`src/rtl/gf256_vandermonde_parity_encoder_macros.svh`:
```
// assertion macros for the gf256 vandermonde parity encoder
// expects clk and rst_n in the scope of the module that uses them
`ifndef GF256_VANDERMONDE_PARITY_ENCODER_MACROS_SVH
`define GF256_VANDERMONDE_PARITY_ENCODER_MACROS_SVH

// same-cycle implication
`define GFVP_ASSERT_SAME(label, ante, cons, msg) \
  label: assert property (@(posedge clk) disable iff (!rst_n) (ante) |-> (cons)) \
    else $error(msg);

// next-cycle implication
`define GFVP_ASSERT_NEXT(label, ante, cons, msg) \
  label: assert property (@(posedge clk) disable iff (!rst_n) (ante) |=> (cons)) \
    else $error(msg);

`endif

```
`src/rtl/gfvp_pkg.sv`:
```
// shared types, constants and gf(2^8) multiply for the parity encoder
// no dependencies
package gfvp_pkg;

  localparam int BYTE_W = 8;
  localparam int ROW_W  = 3;
  localparam int CFG_IDX_W = 4;
  localparam int CFG_DATA_W = 8;
  localparam int DS_W = 5;
  localparam int PS_W = 4;

  localparam int DEF_MAX_DATA_SHARDS   = 16;
  localparam int DEF_MAX_PARITY_SHARDS = 8;
  localparam int RESULT_LIMIT = 8;
  localparam int CNT_W = $clog2(RESULT_LIMIT + 1);

  localparam logic [8:0] GF_POLY = 9'h11d;

  localparam logic [DS_W-1:0] RST_DATA_SHARDS   = 5'd5;
  localparam logic [PS_W-1:0] RST_PARITY_SHARDS = 4'd2;

  localparam logic [CFG_IDX_W-1:0] REG_DATA_SHARDS   = 4'd0;
  localparam logic [CFG_IDX_W-1:0] REG_PARITY_SHARDS = 4'd1;

  typedef struct packed {
    logic step;
    logic load;
    logic shift;
  } cell_ctrl_t;

  function automatic logic [BYTE_W-1:0] gf_mul(input logic [BYTE_W-1:0] a,
                                               input logic [BYTE_W-1:0] b);
    logic [BYTE_W-1:0] x;
    logic [BYTE_W-1:0] r;
    x = a;
    r = '0;
    for (int i = 0; i < BYTE_W; i++) begin
      if (b[i]) begin
        r = r ^ x;
      end
      x = {x[BYTE_W-2:0], 1'b0} ^ (x[BYTE_W-1] ? GF_POLY[BYTE_W-1:0] : '0);
    end
    return r;
  endfunction

endpackage

```
`src/rtl/gfvp_channels.sv`:
```
// valid/ready channel interfaces: data in, parity out, register write
// depends on gfvp_pkg
interface gfvp_in_if;
  logic                          valid;
  logic                          ready;
  logic [gfvp_pkg::BYTE_W-1:0]   data_byte;
  modport source (output valid, output data_byte, input ready);
  modport sink   (input valid, input data_byte, output ready);
endinterface

interface gfvp_out_if;
  logic                          valid;
  logic                          ready;
  logic [gfvp_pkg::BYTE_W-1:0]   parity_byte;
  logic [gfvp_pkg::ROW_W-1:0]    parity_row;
  logic                          last_of_column;
  modport source (output valid, output parity_byte, output parity_row,
                  output last_of_column, input ready);
  modport sink   (input valid, input parity_byte, input parity_row,
                  input last_of_column, output ready);
endinterface

interface gfvp_cfg_if;
  logic                            valid;
  logic                            ready;
  logic [gfvp_pkg::CFG_IDX_W-1:0]  index;
  logic [gfvp_pkg::CFG_DATA_W-1:0] data;
  modport source (output valid, output index, output data, input ready);
  modport sink   (input valid, input index, input data, output ready);
endinterface

```
`src/rtl/gfvp_cell.sv`:
```
// one parity row: accumulator, running power and one output shift slot
// depends on gfvp_pkg
module gfvp_cell #(
  parameter int ROW = 0
) (
  input  logic                         clk,
  input  logic                         rst_n,
  input  gfvp_pkg::cell_ctrl_t         ctrl,
  input  logic [gfvp_pkg::BYTE_W-1:0]  data_byte,
  input  logic [gfvp_pkg::BYTE_W-1:0]  dshard_cnt,
  input  logic [gfvp_pkg::BYTE_W-1:0]  slot_in,
  output logic [gfvp_pkg::BYTE_W-1:0]  slot_out
);
  import gfvp_pkg::*;

  logic [BYTE_W-1:0] acc_r, acc_nxt;
  logic [BYTE_W-1:0] pow_r, pow_nxt;
  logic [BYTE_W-1:0] slot_r;
  logic [BYTE_W-1:0] base;
  logic [BYTE_W-1:0] acc_sum;

  assign base    = dshard_cnt + BYTE_W'(ROW + 1);
  assign acc_sum = acc_r ^ gf_mul(data_byte, pow_r);

  always_comb begin
    acc_nxt = acc_r;
    pow_nxt = pow_r;
    if (ctrl.step) begin
      if (ctrl.load) begin
        acc_nxt = '0;
        pow_nxt = BYTE_W'(1);
      end else begin
        acc_nxt = acc_sum;
        pow_nxt = gf_mul(pow_r, base);
      end
    end
  end

  always_ff @(posedge clk) begin
    if (!rst_n) begin
      acc_r <= '0;
      pow_r <= BYTE_W'(1);
    end else begin
      acc_r <= acc_nxt;
      pow_r <= pow_nxt;
    end
  end

  always_ff @(posedge clk) begin
    if (ctrl.load) begin
      slot_r <= acc_sum;
    end else if (ctrl.shift) begin
      slot_r <= slot_in;
    end
  end

  assign slot_out = slot_r;

endmodule

```
`src/rtl/gf256_vandermonde_parity_encoder.sv`:
```
// gf(2^8) vandermonde parity encoder, top level: register file, column control
// depends on gfvp_pkg, gfvp_channels, gfvp_cell and the assertion macro header
//
// in_ch takes data bytes column by column, data shard 0 first; one byte per
// transaction, one transaction per cycle except that a closing byte waits
// while the previous column is still draining. every byte updates all parity
// rows at once in a row of cells, each holding one row's accumulator and power.
// the byte that completes a column copies the row sums into the output shift
// slots; out_ch then gives P transactions, row 0 first, last_of_column on
// row P-1, first one the cycle after the closing byte. slots shift one cell
// toward the output per accepted transaction.
// when out_ch stalls, the current parity transaction holds and bytes that do
// not close a column keep flowing in.
// cfg_ch writes the data shard count (index 0) and the parity shard count
// (index 1); it is always ready. the user must write it only while no parity
// is pending; the block itself does not enforce this.
// reset (rst_n low, synchronous) gives D = 5, P = 2, clears all rows.
`include "gf256_vandermonde_parity_encoder_macros.svh"

module gf256_vandermonde_parity_encoder #(
  parameter int MAX_DATA_SHARDS   = gfvp_pkg::DEF_MAX_DATA_SHARDS,
  parameter int MAX_PARITY_SHARDS = gfvp_pkg::DEF_MAX_PARITY_SHARDS
) (
  input  logic          clk,
  input  logic          rst_n,
  gfvp_in_if.sink       in_ch,
  gfvp_out_if.source    out_ch,
  gfvp_cfg_if.sink      cfg_ch
);
  import gfvp_pkg::*;

  localparam int NUM_CELLS = (MAX_PARITY_SHARDS < RESULT_LIMIT) ?
                             MAX_PARITY_SHARDS : RESULT_LIMIT;
  localparam int POS_W = $clog2(MAX_DATA_SHARDS + 1);

  logic [DS_W-1:0]   dshard_cnt_r;
  logic [PS_W-1:0]   pshard_cnt_r;
  logic [POS_W-1:0]  d_eff;
  logic [CNT_W-1:0]  p_eff;
  logic [POS_W-1:0]  pos_r, pos_nxt;
  logic [CNT_W-1:0]  cnt_r, cnt_nxt;
  logic [CNT_W-1:0]  np_r, np_nxt;
  logic [ROW_W-1:0]  out_row_r, out_row_nxt;
  logic              col_end;
  logic              in_fire;
  logic              out_fire;
  logic              load;
  cell_ctrl_t        ctrl;
  logic [BYTE_W-1:0] slot [NUM_CELLS];

  // register writes
  assign cfg_ch.ready = 1'b1;

  always_ff @(posedge clk) begin
    if (!rst_n) begin
      dshard_cnt_r <= RST_DATA_SHARDS;
      pshard_cnt_r <= RST_PARITY_SHARDS;
    end else if (cfg_ch.valid && cfg_ch.ready) begin
      case (cfg_ch.index)
        REG_DATA_SHARDS:   dshard_cnt_r <= cfg_ch.data[DS_W-1:0];
        REG_PARITY_SHARDS: pshard_cnt_r <= cfg_ch.data[PS_W-1:0];
        default: ;
      endcase
    end
  end

  // effective shard counts
  always_comb begin
    if (dshard_cnt_r == '0) begin
      d_eff = POS_W'(1);
    end else if (int'(dshard_cnt_r) > MAX_DATA_SHARDS) begin
      d_eff = POS_W'(MAX_DATA_SHARDS);
    end else begin
      d_eff = POS_W'(dshard_cnt_r);
    end
  end

  always_comb begin
    if (pshard_cnt_r == '0) begin
      p_eff = CNT_W'(1);
    end else if (int'(pshard_cnt_r) > NUM_CELLS) begin
      p_eff = CNT_W'(NUM_CELLS);
    end else begin
      p_eff = CNT_W'(pshard_cnt_r);
    end
  end

  // column control
  assign col_end  = ({1'b0, pos_r} + 1'b1) >= {1'b0, d_eff};
  assign in_ch.ready = (cnt_r == '0) || !col_end ||
                       ((cnt_r == CNT_W'(1)) && out_ch.ready);
  assign in_fire  = in_ch.valid && in_ch.ready;
  assign out_fire = out_ch.valid && out_ch.ready;
  assign load     = in_fire && col_end;

  assign ctrl.step  = in_fire;
  assign ctrl.load  = load;
  assign ctrl.shift = out_fire;

  always_comb begin
    pos_nxt     = pos_r;
    cnt_nxt     = cnt_r;
    np_nxt      = np_r;
    out_row_nxt = out_row_r;
    if (in_fire) begin
      pos_nxt = col_end ? '0 : POS_W'(pos_r + 1'b1);
    end
    if (load) begin
      cnt_nxt     = p_eff;
      np_nxt      = p_eff;
      out_row_nxt = '0;
    end else if (out_fire) begin
      cnt_nxt     = CNT_W'(cnt_r - 1'b1);
      out_row_nxt = ROW_W'(out_row_r + 1'b1);
    end
  end

  always_ff @(posedge clk) begin
    if (!rst_n) begin
      pos_r     <= '0;
      cnt_r     <= '0;
      np_r      <= '0;
      out_row_r <= '0;
    end else begin
      pos_r     <= pos_nxt;
      cnt_r     <= cnt_nxt;
      np_r      <= np_nxt;
      out_row_r <= out_row_nxt;
    end
  end

  // row cells, output slots shift toward cell 0
  for (genvar i = 0; i < NUM_CELLS; i++) begin : g_cell
    logic [BYTE_W-1:0] slot_in;
    if (i == NUM_CELLS - 1) begin : g_tail
      assign slot_in = '0;
    end else begin : g_link
      assign slot_in = slot[i+1];
    end
    gfvp_cell #(
      .ROW (i)
    ) u_cell (
      .clk        (clk),
      .rst_n      (rst_n),
      .ctrl       (ctrl),
      .data_byte  (in_ch.data_byte),
      .dshard_cnt (BYTE_W'(d_eff)),
      .slot_in    (slot_in),
      .slot_out   (slot[i])
    );
  end

  assign out_ch.valid          = (cnt_r != '0);
  assign out_ch.parity_byte    = slot[0];
  assign out_ch.parity_row     = out_row_r;
  assign out_ch.last_of_column = (CNT_W'(out_row_r) + 1'b1) == np_r;

  // checks
  `GFVP_ASSERT_SAME(a_close_only_when_free,
    load, (cnt_r == '0) || ((cnt_r == CNT_W'(1)) && out_fire),
    "column closed while previous parity still pending")
  `GFVP_ASSERT_NEXT(a_load_count,
    load, (cnt_r == $past(p_eff)) && (out_row_r == '0),
    "parity count not loaded at column end")
  `GFVP_ASSERT_NEXT(a_row_advance,
    out_fire && !load && (cnt_r > CNT_W'(1)),
    out_row_r == ROW_W'($past(out_row_r) + 1'b1),
    "parity row did not advance")
  `GFVP_ASSERT_SAME(a_last_matches_count,
    out_ch.valid, out_ch.last_of_column == (cnt_r == CNT_W'(1)),
    "last flag disagrees with remaining count")

endmodule

```
`src/flat_wrapper.sv`:
```
// flat-port wrapper written by rule: the top's interface ports become plain ports
module gf256_vandermonde_parity_encoder_flat import gfvp_pkg::*;
#(
  parameter int MAX_DATA_SHARDS   = gfvp_pkg::DEF_MAX_DATA_SHARDS,
  parameter int MAX_PARITY_SHARDS = gfvp_pkg::DEF_MAX_PARITY_SHARDS
)
  (clk, rst_n, in_ch_valid, in_ch_data_byte, in_ch_ready, out_ch_valid, out_ch_parity_byte, out_ch_parity_row, out_ch_last_of_column, out_ch_ready, cfg_ch_valid, cfg_ch_index, cfg_ch_data, cfg_ch_ready);
  gfvp_in_if in_ch_i ();
  gfvp_out_if out_ch_i ();
  gfvp_cfg_if cfg_ch_i ();
  input  logic clk;
  input  logic rst_n;
  input wire logic [$bits(in_ch_i.valid)-1:0] in_ch_valid;
  input wire logic [$bits(in_ch_i.data_byte)-1:0] in_ch_data_byte;
  output wire logic [$bits(in_ch_i.ready)-1:0] in_ch_ready;
  output wire logic [$bits(out_ch_i.valid)-1:0] out_ch_valid;
  output wire logic [$bits(out_ch_i.parity_byte)-1:0] out_ch_parity_byte;
  output wire logic [$bits(out_ch_i.parity_row)-1:0] out_ch_parity_row;
  output wire logic [$bits(out_ch_i.last_of_column)-1:0] out_ch_last_of_column;
  input wire logic [$bits(out_ch_i.ready)-1:0] out_ch_ready;
  input wire logic [$bits(cfg_ch_i.valid)-1:0] cfg_ch_valid;
  input wire logic [$bits(cfg_ch_i.index)-1:0] cfg_ch_index;
  input wire logic [$bits(cfg_ch_i.data)-1:0] cfg_ch_data;
  output wire logic [$bits(cfg_ch_i.ready)-1:0] cfg_ch_ready;
  assign in_ch_i.valid = in_ch_valid;
  assign in_ch_i.data_byte = in_ch_data_byte;
  assign in_ch_ready = in_ch_i.ready;
  assign out_ch_valid = out_ch_i.valid;
  assign out_ch_parity_byte = out_ch_i.parity_byte;
  assign out_ch_parity_row = out_ch_i.parity_row;
  assign out_ch_last_of_column = out_ch_i.last_of_column;
  assign out_ch_i.ready = out_ch_ready;
  assign cfg_ch_i.valid = cfg_ch_valid;
  assign cfg_ch_i.index = cfg_ch_index;
  assign cfg_ch_i.data = cfg_ch_data;
  assign cfg_ch_ready = cfg_ch_i.ready;
  gf256_vandermonde_parity_encoder #(.MAX_DATA_SHARDS(MAX_DATA_SHARDS), .MAX_PARITY_SHARDS(MAX_PARITY_SHARDS)) u_core (.clk(clk), .rst_n(rst_n), .in_ch(in_ch_i), .out_ch(out_ch_i), .cfg_ch(cfg_ch_i));
endmodule
```
`config.mk`:
```
export PLATFORM = sky130hd
export DESIGN_NAME = gf256_vandermonde_parity_encoder_flat
export DESIGN_NICKNAME = d
export VERILOG_FILES = /design/src/rtl/gfvp_pkg.sv /design/src/rtl/gfvp_channels.sv /design/src/rtl/gfvp_cell.sv /design/src/rtl/gf256_vandermonde_parity_encoder.sv /design/src/flat_wrapper.sv
export VERILOG_INCLUDE_DIRS = /design/src /design/src/rtl
export SDC_FILE = /design/constraint.sdc
export NUM_CORES = 1
export LEC_CHECK = 0
export BUFFER_PORTS_ARGS = -buffer_cell sky130_fd_sc_hd__buf_2
export CORE_AREA = 2 2 277 279
export DETAILED_ROUTE_END_ITERATION = 6
export DIE_AREA = 0 0 279 281
export GPL_ROUTABILITY_DRIVEN = 0
export HOLD_SLACK_MARGIN = 0.12
export PLACE_DENSITY = 0.49
export RECOVER_POWER = 50
export SETUP_SLACK_MARGIN = 0.02
export SYNTH_ARGS = -nofsm -noshare
export SYNTH_HDL_FRONTEND = slang
export SYNTH_SLANG_ARGS = --single-unit
```
`constraint.sdc`:
```
create_clock -name clk -period 14.3 [get_ports clk]
set_input_delay 2.86 -clock clk [delete_from_list [all_inputs] [get_ports clk]]
set_output_delay 2.86 -clock clk [all_outputs]
set_load 0.01 [all_outputs]
```
==> results of run 1 <==
[cell usage in the layout (no fill, tap or decap), drive strengths merged, types with 8 or more instances in the layout]
cell type  count
nand2        862
buf           80
a22oi         29
nor3          19
o22ai         14
o211ai        16
xor2         187
or3            8
edfxtp        64
a31oi         16
mux2          28
nor2         148
inv           17
ha            19
xnor2        754
a211oi         9
mux2i         20
clkinv        10
a22o          19
a21oi         97
dfxtp        153
nand3         48
nor2b         17
o21ai        194
clkbuf        69
nand2b        19
[layer usage]
metal	vias to the layer above	routed length [µm]	GRT usage
met3	82	4460	0.0189
met5	-	0	0
met4	0	2030	0.0536
met2	583	35400	0.318
li1	9705	-	-
met1	9444	36100	0.274
[metrics by stage]
| stage | setup WS [ps] | instance area (µm²) |
|---|---|---|
| after floorplan | 8090 | 22500 |
| after global placement | 7400 | 23500 |
| after global routing | 4870 | 24500 |
| after CTS | 7730 | 24600 |
| after detailed placement | 7430 | 23500 |
| final | 5240 | 24500 |
[critical path, delay by kind of cell]
kind | cells | cell delay, ps
AO/OA/AOI/OAI | 1 | 100
AND/OR/NAND/NOR | 4 | 2080
buffers and inverters | 3 | 4010
[Yosys cell counts, drive strengths merged, types with 4 or more instances]
library cell | number | area (µm²)
a211oi | 9 | 67.6
a21o | 5 | 37.5
a21oi | 97 | 485
a221o | 4 | 40.0
a221oi | 4 | 41.3
a22o | 19 | 166
a22oi | 29 | 218
a31oi | 16 | 100
and2 | 5 | 31.3
and3 | 5 | 31.3
buf | 78 | 344
clkbuf | 180 | 676
dfxtp | 153 | 3060
edfxtp | 64 | 1920
ha | 19 | 238
inv | 17 | 63.8
mux2 | 28 | 315
mux2i | 20 | 200
nand2 | 862 | 3240
nand2b | 19 | 119
nand3 | 48 | 240
nor2 | 148 | 556
nor2b | 17 | 106
nor3 | 19 | 95.1
o211ai | 16 | 120
o21ai | 194 | 975
o221ai | 7 | 61.3
o22ai | 14 | 87.6
o32ai | 4 | 35.0
or2 | 7 | 43.8
or3 | 8 | 50.1
xnor2 | 754 | 6630
xnor3 | 4 | 90.1
xor2 | 187 | 1710
[power by group through the flow]
stage,Clock [W],Combinational (W),Sequential [W]
6_report,0.000845,0.00313,0.00126
5_1_grt,0.000885,0.00345,0.00129
4_1_cts,0.000859,0.00315,0.00124
3_5_place_dp,0,0.00313,0.00125
3_3_place_gp,0,0.00312,0.00125
2_1_floorplan,0,0.00269,0.00102
[final timing paths]
check / from / to / slack [ps] / cells past startpoint
worst max-delay path: out_ch_ready / u_core.g_cell[0].u_cell.slot_out[7] / 5240 / 8
worst min-delay path: u_core.np_r[1] / u_core.np_r[1] / 460 / 2
worst min register to register: u_core.np_r[1] / u_core.np_r[1] / 460 / 2
worst max register to register: u_core.dshard_cnt_r[3] / u_core.g_cell[0].u_cell.slot_out[7] / 6820 / 6
[kinds of logic (layout without fill, tap and decap cells)]
logic type	count (synthesis)	count (layout)	synth area share
flops	217	217	0.222
xor+xnor	945	945	0.375
buf+inv	277	178	0.0485
fa+ha+maj	19	19	0.0106
other cells	1	1	0.000167
simple gates	1152	1152	0.205
compound gates	438	438	0.116
mux	48	48	0.0229
[sequential cells by signal (all words and copies together) (netlist names)]
signal and flops:
u_core.g_cell.u_cell.pow_r 64, u_core.g_cell.u_cell.slot_out 64, u_core.dshard_cnt_r 5, u_core.np_r 4, u_core.out_ch.parity_row 3, u_core.pshard_cnt_r 4, u_core.cnt_r 4, u_core.g_cell.u_cell.acc_r 64
u_core.pos_r 5
[area by class of cell]
class                      instances  area share
tap                              978      0.0499
multi-input combinational       2603       0.673
inverter                          19     0.00291
sequential                       217       0.203
clock inverter                    10     0.00408
clock buffer                      46      0.0407
timing repair buffer             103      0.0260
==> summary.md, run 1 <==
| Metric | Value |
|---|---|
| Status | `complete, but fails checks` |
| Failing checks | `capacitance limit, slew limit` |
| Worst-Margin Slew | `4370 ps` |
| Antenna violations before repair | `0` |
| Post-layout min period | `9060 ps` |
| Area grow syn2layout | `9.13%` |
| Cells after Synth | `3097` |
| Initial Util | `0.298` |
| Final Skew | `21.5 ps` |
| CTS tree | `yes` |
| Crit path largest cell delay | `3080 ps` |
| Net Sw Power | `0.00235 W` |
| Die area | `0.0784 mm²` |
| Total chip power | `0.00523 W` |
| Ys async rst share | `0` |
| Crit path DAT | `9150 ps` |
| I/O Pins | `40` |
| Setup violators final | `0` |
| # hold bufs at CTS | `0` |
| Post-synth top flop | `dfxtp_1` |
| Number of I/O port buffers | `35` |
| Root buffer cell | `clkbuf_16` |
| #FFs+latches synth | `217` |
| Crit-path max FO | `63` |
| Critical path startpoint category | `input port` |
| CP Cell Sequence | `clkbuf_1 > a21oi_1 > nor3_1 > nand2_1 > clkbuf_1 > or2_0 > nand2_4 > clkbuf_1` |
| Non-Filler Instances | `3976` |
| Initial DRT Pass Iterations | `5` |
| First-pass GRT wire length | `118000 µm` |
| Max_slew headroom | `-1.91` |
| Final period utilization | `0.633` |
| Worst hold slack | `464 ps` |
| Sequential share of power | `0.240` |
| FF+latch area | `0.00498 mm²` |
| Peak VDD IR | `0.000104 V` |
| Vias after detailed routing | `19800` |
| Nets | `3018` |
| Max_cap viols | `9` |
| DIE WIDTH | `279 µm` |
| CP Capture Type | `flip-flop` |
| Maximum clock path buffer count | `3` |
| Share of post-route cells with drive strength above 1 | `0.0627` |
| Top cell by count, worst path | `clkbuf_1` |
| Final core occ | `0.325` |
| Comb pwr share | `0.598` |
| Synth cell types | `64` |
| Final Hold Viols | `0` |
| Overall global routing resource usage | `0.195` |
| Global route total overflow | `0` |
| Avg Cell Area, Syn | `7.26 µm²` |
| Post-CTS resize count | `0` |
| Static Leakage | `8.00 nW` |
| Clock latency on the worst-skew pair | `600 ps` |
| Post-synth net total | `3141` |
| Fill cells | `7984` |
| Critical path required time | `14390 ps` |
| CTS sink count | `217` |
| YS warnings | `0` |
| Placed Cells incl. Taps | `3920` |
| Iteration-0 DRC count of the detailed router | `1741` |
| Antenna cells | `0` |
| Register area share after synthesis | `0.222` |
| Post-DP HPWL | `48500 µm` |
| Total CTS buffers | `30` |
| Post-Syn Area | `0.0225 mm²` |
| Vias per cell | `4.98` |
| Power Density | `213 mW/mm²` |
| Residual DRC | `0` |
| Slew Viols, Final | `351` |
| Rows | `101` |
| # H-tree levels | `1` |
| Post-synth EDFFs | `64` |
| Clk slew on worst S/H paths | `60 ps` |
| Hold Crit Class | `reg2reg` |
| Area of the multi-input gates | `0.0165 mm²` |
| CP max stage cell | `clkbuf_1` |
| Largest net degree at the start of global routing | `80` |
| Setup_tns | `0 ps` |
| Core area | `0.0754 mm²` |
| Sw Ratio | `0.450` |
| Design internal power | `0.00287 W` |
| DIE HEIGHT | `281 µm` |
| Vias in the first global route | `18400` |
| Final ANT Viol Nets | `0` |
| Fmax achieved | `110 MHz` |
| Avg WL per Cell | `19.6 µm` |
| RSZ-0062 raised after global routing | `no` |
| Clock share of power | `0.162` |
| Drt total wl | `78000 µm` |
| Setup bufs post-CTS | `0` |
| WS Path Type | `in2reg` |
Power figures use the tool's default switching activity.
==> run 2, diff against run 1 <==
--- a/config.mk
+++ b/config.mk
@@ -6,13 +6,14 @@
 export SDC_FILE = /design/constraint.sdc
 export NUM_CORES = 1
 export LEC_CHECK = 0
+export ABC_AREA = 1
 export BUFFER_PORTS_ARGS = -buffer_cell sky130_fd_sc_hd__buf_2
-export CORE_AREA = 2 2 277 279
+export CORE_AREA = 2 2 293 295
 export DETAILED_ROUTE_END_ITERATION = 6
-export DIE_AREA = 0 0 279 281
+export DIE_AREA = 0 0 295 297
 export GPL_ROUTABILITY_DRIVEN = 0
 export HOLD_SLACK_MARGIN = 0.12
-export PLACE_DENSITY = 0.49
+export PLACE_DENSITY = 0.5
 export RECOVER_POWER = 50
 export SETUP_SLACK_MARGIN = 0.02
 export SYNTH_ARGS = -nofsm -noshare
==> constraint.sdc (replaced) <==
create_clock -name clk -period 7.8 [get_ports clk]
set_input_delay 1.56 -clock clk [delete_from_list [all_inputs] [get_ports clk]]
set_output_delay 1.56 -clock clk [all_outputs]
set_load 0.01 [all_outputs]
==> run 2 against run 1 <==
The run still ends with capacitance limit, slew limit left. Power is 75% higher. Final cell count rose by 34%. Die area increased by 12%. Register-to-register slack worse by 5100 ps. Clock power increased by 70%. Non-clock buffer count decreased by 26. Design area increased by 10%. Area after synthesis up 12%. Synthesized cell count grew 37%. Global-route usage increased by 1.7 points. Sequential share of layout area is 1.9 points lower. Via count is 28% higher.
==> summary.md, run 2 <==
| Metric | Value |
|---|---|
| Status | `complete, but fails checks` |
| Failing checks | `capacitance limit, slew limit` |
| Post-DP HPWL | `63500 µm (+31%)` |
| Pre-CTS WS | `2220 ps (-5200 ps)` |
| Post-synth EDFFs | `64 (unchanged)` |
| Overall global routing resource usage | `0.213 (+0.0171)` |
| Non-Filler Instances | `5327 (+34%)` |
| Antenna violations before repair | `0 (unchanged)` |
| Vias after detailed routing | `25400 (+28%)` |
| # H-tree levels | `1 (unchanged)` |
| Post-CTS resize count | `0 (unchanged)` |
| CTS sink count | `217 (unchanged)` |
| Global route total overflow | `0 (unchanged)` |
| WS Path Type | `reg2out` |
| Die area | `0.0876 mm² (+12%)` |
| CTS tree | `yes` |
| Placed Cells incl. Taps | `5270 (+34%)` |
| Final worst slack | `1710 ps (-3530 ps)` |
| Post-layout min period | `6090 ps` |
| # hold bufs at CTS | `0 (unchanged)` |
| Post-synth net total | `4302 (+37%)` |
| Critical path required time | `6240 ps (-8150 ps)` |
| Static Leakage | `12.1 nW (+51%)` |
| Clock latency on the worst-skew pair | `620 ps (+20 ps)` |
| RR Startpoint | `u_core.dshard_cnt_r[4]` |
| I/O Pins | `40 (unchanged)` |
| Total CTS buffers | `30 (unchanged)` |
| Rows | `107 (+5.9%)` |
| Final ANT Viol Nets | `0 (unchanged)` |
| Residual DRC | `0 (unchanged)` |
| Synth cell types | `47 (-27%)` |
| Hold Crit Class | `reg2reg` |
| Critical path startpoint category | `flip-flop` |
| Post-Syn Area | `0.0252 mm² (+12%)` |
| Setup bufs post-CTS | `0 (unchanged)` |
| CP max stage cell | `clkbuf_1` |
| Worst-Margin Slew | `3370 ps (-998 ps)` |
| DIE WIDTH | `295 µm (+5.7%)` |
| Area grow syn2layout | `7.37%` |
| Setup violators final | `0 (unchanged)` |
| Share of post-route cells with drive strength above 1 | `0.0533 (-0.00938)` |
| Drt total wl | `94600 µm (+21%)` |
| Met3 GRT Util | `0.0216 (+0.00272)` |
| CP Cell Sequence | `buf_4 > inv_4 > nand4_1 > nand2_2 > clkbuf_1 > ha_1 > o21ai_0 > a21boi_0 > o21ai_0 > nand2_1 > a21oi_1 > nand2_1 > nand3_1 > buf_2` |
| Met1 GRT Util | `0.288 (+0.0141)` |
| Ys async rst share | `0 (unchanged)` |
| Crit-path max FO | `25 (-60%)` |
| Slew Viols, Final | `269 (-23%)` |
| Largest net degree at the start of global routing | `72 (-10%)` |
| CP Capture Type | `output pin` |
| Worst Setup SP | `u_core.dshard_cnt_r[4]` |
| DIE HEIGHT | `297 µm (+5.7%)` |
| Post-synth top flop | `dfxtp_1` |
| YS warnings | `0 (unchanged)` |
| Grt peak-use layer | `met2` |
| Crit path largest cell delay | `1370 ps (-1710 ps)` |
| Most common library cells after synthesis | `nand2_1 (1667), inv_1 (381), xor2_1 (359), nor2_1 (354), nand3_1 (318)` |
| Hold_sp | `u_core.g_cell[0].u_cell.acc_r[3]` |
| Avg WL per Cell | `17.8 µm (-9.5%)` |
| Final Skew | `16.8 ps (-4.72 ps)` |
| Root buffer cell | `clkbuf_16` |
| Initial Util | `0.298 (-0.000324)` |
| Iteration-0 DRC count of the detailed router | `1913 (+9.9%)` |
| Max_slew headroom | `-1.26 (+0.653)` |
| Crit path DAT | `4530 ps (-4620 ps)` |
| Final period utilization | `0.781` |
| Avg Cell Area, Syn | `5.91 µm² (-19%)` |
| Vias in the first global route | `23300 (+27%)` |
| RSZ-0062 raised after global routing | `no` |
| Buffers plus inverters on the worst setup path | `4 (+1)` |
| Vias per cell | `4.76 (-4.4%)` |
| Area leader, netlist | `nand2_1` |
| Most frequent cell after synthesis | `nand2_1` |
| Nets | `4202 (+39%)` |
| Core area | `0.0845 mm² (+12%)` |
| Yosys top cell area share | `0.249 (-0.0437)` |
| Cells after Synth | `4258 (+37%)` |
| Met2 usage | `0.352 (+0.0340)` |
| Final Hold Viols | `0 (unchanged)` |
| First-pass GRT wire length | `144000 µm (+21%)` |
| Maximum clock path buffer count | `3 (unchanged)` |
| Most common library cell in the layout ignoring fill and taps | `nand2_1` |
| Peak VDD IR | `0.000173 V (+65%)` |
| Power Density | `338 mW/mm² (+59%)` |
| CP top delay family | `buffers and inverters` |
| Synth top area cells | `nand2_1 (25%), xor2_1 (13%), dfxtp_1 (12%), xnor2_1 (8.0%), edfxtp_1 (7.6%)` |
| Clk slew on worst S/H paths | `60 ps (about the same)` |
| Register area share after synthesis | `0.198 (-0.0235)` |
| Max_cap viols | `5 (-4)` |
| #FFs+latches synth | `217 (unchanged)` |
| Setup_tns | `0 ps (unchanged)` |
| Initial DRT Pass Iterations | `6 (+1)` |
| Fmax achieved | `164 MHz` |
| Most frequent cells in the layout | `nand2_1 (1665), inv_1 (381), xor2_1 (359)` |
| Number of I/O port buffers | `35 (unchanged)` |
-- run 2: worst reg2reg max path, delay by kind of cell (launching register included) --
family / cells / cell delay, ps
flops: 1 / 380
compound gates: 4 / 380
buf+inv: 4 / 2490
simple gates: 6 / 2140
fa+ha+maj: 1 / 270
-- run 2: area by class of cell --
cell class	count	area, µm²
Antenna cell	1	2.50
Clock buffer	36	773
Multi-Input combinational cell	3427	17600
Inverter	405	1530
Clock inverter	20	205
Timing Repair Buffer	77	473
Tap cell	1144	1430
Fill cell	9485	57500
Sequential cell	217	4980
-- run 2: cell families (layout without fill, tap and decap cells) --
| family | after synthesis | count (layout) | synth area share |
|---|---|---|---|
| compound gates | 283 | 283 | 0.0610 |
| xor+xnor | 597 | 597 | 0.211 |
| fa+ha+maj | 19 | 19 | 0.00945 |
| other cells | 1 | 2 | 0.000149 |
| buf+inv | 614 | 538 | 0.103 |
| flops | 217 | 217 | 0.198 |
| simple gates | 2527 | 2527 | 0.417 |
-- run 2: stage by stage --
| step | hold slack [ps] | util | area (µm²) | total power, W |
|---|---|---|---|---|
| 2_1_floorplan | 430 | - | 25200 | 0.00639 |
| 3_3_place_gp | 451 | 0.309 | 26100 | 0.00762 |
| 3_5_place_dp | 456 | 0.309 | 26100 | 0.00767 |
| 4_1_cts | 466 | 0.320 | 27000 | 0.00915 |
| 5_1_grt | 481 | 0.320 | 27000 | 0.0100 |
| 6_report | 466 | 0.320 | 27000 | 0.00913 |
-- run 2: power breakdown --
group | switching [W] | internal [W] | leakage [nW]
Sequential | 0.000526 | 0.00168 | 1.86
Clock | 0.000633 | 0.000808 | 0.470
Combinational | 0.00350 | 0.00198 | 9.79
Total | 0.00466 | 0.00447 | 12.1
-- run 2: worst paths after layout --
check,slack [ps],endpoint,cells after the start
setup / recovery,1710,in_ch_ready,14
hold / removal,470,u_core.g_cell[0].u_cell.acc_r[3],2
setup reg to reg,1770,u_core.g_cell[5].u_cell.slot_out[4],15
hold reg to reg,470,u_core.g_cell[0].u_cell.acc_r[3],2
-- run 2: per-layer routing --
layer,vias up,part of all wire
li1,12900,-
met1,11700,0.45
met2,695,0.46
met3,146,0.061
met4,0,0.034
met5,-,0
==> run 3, diff against run 2 <==
==> constraint.sdc (replaced) <==
create_clock -name clk -period 5.5 [get_ports clk]
set_input_delay 1.1 -clock clk [delete_from_list [all_inputs] [get_ports clk]]
set_output_delay 1.1 -clock clk [all_outputs]
set_load 0.01 [all_outputs]
==> run 3 against run 2 <==
Critical path type is now in2reg. Highest routed layer is now met5. Die area is the same. Utilization is 0.20 points higher. Power grew 42%. Non-clock buffer count rose by 26. Worst hold slack got worse by 2.6 ps. The run still ends with capacitance limit, slew limit left. First-iteration DRC count shrank 9.0%.
==> summary.md, run 3 (same netlist as run 2, synthesis figures left out) <==
| Metric | Value |
|---|---|
| Crit-path max FO | `23 (-8.0%)` |
| Fmax achieved | `207 MHz` |
| Root buffer cell | `clkbuf_16` |
| Number of I/O port buffers | `35 (unchanged)` |
| Maximum clock path buffer count | `3 (unchanged)` |
| # hold bufs at CTS | `0 (unchanged)` |
| Most frequent cells in the layout | `nand2_1 (1667), inv_1 (381), xor2_1 (359)` |
| Post-CTS resize count | `0 (unchanged)` |
| Clock latency on the worst-skew pair | `610 ps (about the same)` |
| Clk slew on worst S/H paths | `60 ps (about the same)` |
| Final Skew | `15.4 ps (-1.35 ps)` |
| DIE WIDTH | `295 µm (unchanged)` |
| RSZ-0062 raised after global routing | `no` |
| Reg2reg path depth | `18 (+3)` |
| Rows | `107 (unchanged)` |
| # H-tree levels | `1 (unchanged)` |
| CP Capture Type | `flip-flop` |
| Antenna violations before repair | `1 (+1)` |
| Max_cap viols | `3 (-2)` |
| Peak VDD IR | `0.000283 V (+64%)` |
| Antenna cells | `0 (-1)` |
| Die area | `0.0876 mm² (unchanged)` |
| Iteration-0 DRC count of the detailed router | `1740 (-9.0%)` |
| Crit Reg-Reg Endpoint | `u_core.g_cell[0].u_cell.pow_r[0]` |
| Largest net degree at the start of global routing | `71 (-1.4%)` |
| Slew Viols, Final | `121 (-55%)` |
| Final period utilization | `0.879` |
| I/O Pins | `40 (unchanged)` |
| CTS sink count | `217 (unchanged)` |
| Worst Setup SP | `in_ch_data_byte[2]` |
| Total CTS buffers | `29 (-3.3%)` |
| Max_slew headroom | `-0.453 (+0.806)` |
| Core area | `0.0845 mm² (unchanged)` |
| Overall global routing resource usage | `0.217 (+0.00476)` |
| First-pass GRT wire length | `146000 µm (+1.6%)` |
| Avg WL per Cell | `18.0 µm (+1.6%)` |
| Final Hold Viols | `0 (unchanged)` |
| Status | `complete, but fails checks` |
| Setup bufs post-CTS | `0 (unchanged)` |
| Residual DRC | `0 (unchanged)` |
| Critical Path End | `u_core.g_cell[2].u_cell.slot_out[0]` |
| Static Leakage | `12.2 nW (+0.84%)` |
| DIE HEIGHT | `297 µm (unchanged)` |
| Drt total wl | `96500 µm (+2.1%)` |
| Initial Util | `0.298 (unchanged)` |
| Power Density | `478 mW/mm² (+42%)` |
| Nets | `4227 (+0.59%)` |
| Setup violators final | `0 (unchanged)` |
| Vias after detailed routing | `25700 (+1.3%)` |
| Setup_tns | `0 ps (unchanged)` |
| Initial DRT Pass Iterations | `5 (-1)` |
| Most common library cell in the layout ignoring fill and taps | `nand2_1` |
| Area grow syn2layout | `8.04%` |
| Global route total overflow | `0 (unchanged)` |
| Hold Crit Class | `reg2reg` |
| Failing checks | `capacitance limit, slew limit` |
| CTS tree | `yes` |
| Share of post-route cells with drive strength above 1 | `0.0575 (+0.00421)` |
| Final ANT Viol Nets | `0 (unchanged)` |
| Final worst slack | `665 ps (-1040 ps)` |
| RR Startpoint | `u_core.dshard_cnt_r[1]` |
| Vias per cell | `4.80 (+0.83%)` |
| Critical path required time | `5850 ps (-390 ps)` |
| Flop2flop setup slack | `800 ps (-970 ps)` |
| Crit path DAT | `5180 ps (+650 ps)` |
| Post-layout min period | `4830 ps` |
| WS Path Type | `in2reg` |
| Pre-CTS WS | `1050 ps (-1170 ps)` |
| Post-DP HPWL | `65600 µm (+3.3%)` |
| Critical path startpoint category | `input port` |
| Vias in the first global route | `23600 (+1.0%)` |
| Worst-Margin Slew | `2180 ps (-1190 ps)` |
run 3: worst min-delay path by stage:
| stage | start | endpoint | slack, ps | depth (start not counted) |
|---|---|---|---|---|
| after floorplan | u_core.pshard_cnt_r[0] | u_core.pshard_cnt_r[0] | 430 | 2 |
| after global placement | u_core.g_cell[6].u_cell.acc_r[6] | u_core.g_cell[6].u_cell.acc_r[6] | 450 | 2 |
| after detailed placement | u_core.g_cell[0].u_cell.acc_r[6] | u_core.g_cell[0].u_cell.acc_r[6] | 460 | 2 |
| after CTS | u_core.g_cell[6].u_cell.acc_r[6] | u_core.g_cell[6].u_cell.acc_r[6] | 470 | 2 |
| after global routing | u_core.g_cell[3].u_cell.acc_r[0] | u_core.g_cell[3].u_cell.acc_r[0] | 480 | 2 |
| final | u_core.pos_r[4] | u_core.pos_r[4] | 460 | 2 |
run 3: area by class of cell:
class / count / area (µm²)
tap: 1144 / 1430
multi-input combinational: 3427 / 17600
clock inverter: 19 / 196
clock buffer: 35 / 758
sequential: 217 / 4980
fill: 9414 / 57300
timing repair buffer: 103 / 684
inverter: 405 / 1530
run 3: routing by layer:
layer  track usage  share of wire
met5             0        0.00017
met4        0.0909          0.048
met3        0.0256          0.056
met2         0.350           0.44
met1         0.292           0.45
run 3: metrics by stage:
stage | power, W | cell area (µm²) | hold WS, ps | util | instances
global placement | 0.0109 | 26300 | 454 | 0.311 | 5296
floorplan | 0.00907 | 25200 | 430 | - | 4258
finish | 0.0130 | 27200 | 464 | 0.322 | 5350
global route | 0.0142 | 27200 | 482 | 0.322 | 5350
CTS | 0.0130 | 27200 | 466 | 0.322 | 5350
detailed placement | 0.0110 | 26300 | 456 | 0.311 | 5296
run 3: power breakdown:
group / internal, W / switching, W / leakage (nW)
logic: 0.00282 / 0.00502 / 9.92
clock network: 0.00113 / 0.000891 / 0.445
registers: 0.00239 / 0.000756 / 1.86
run 3: critical path, cell delays in order:
cell and delay (ps):
buf_2 420, inv_1 120, nand2_1 100, nand3_1 110, nand2_2 150, buf_4 310
clkbuf_1 1460, nand2_1 160, xor2_1 240, xor2_1 580, nand2_1 160, nand3_1 140
nand2_1 60
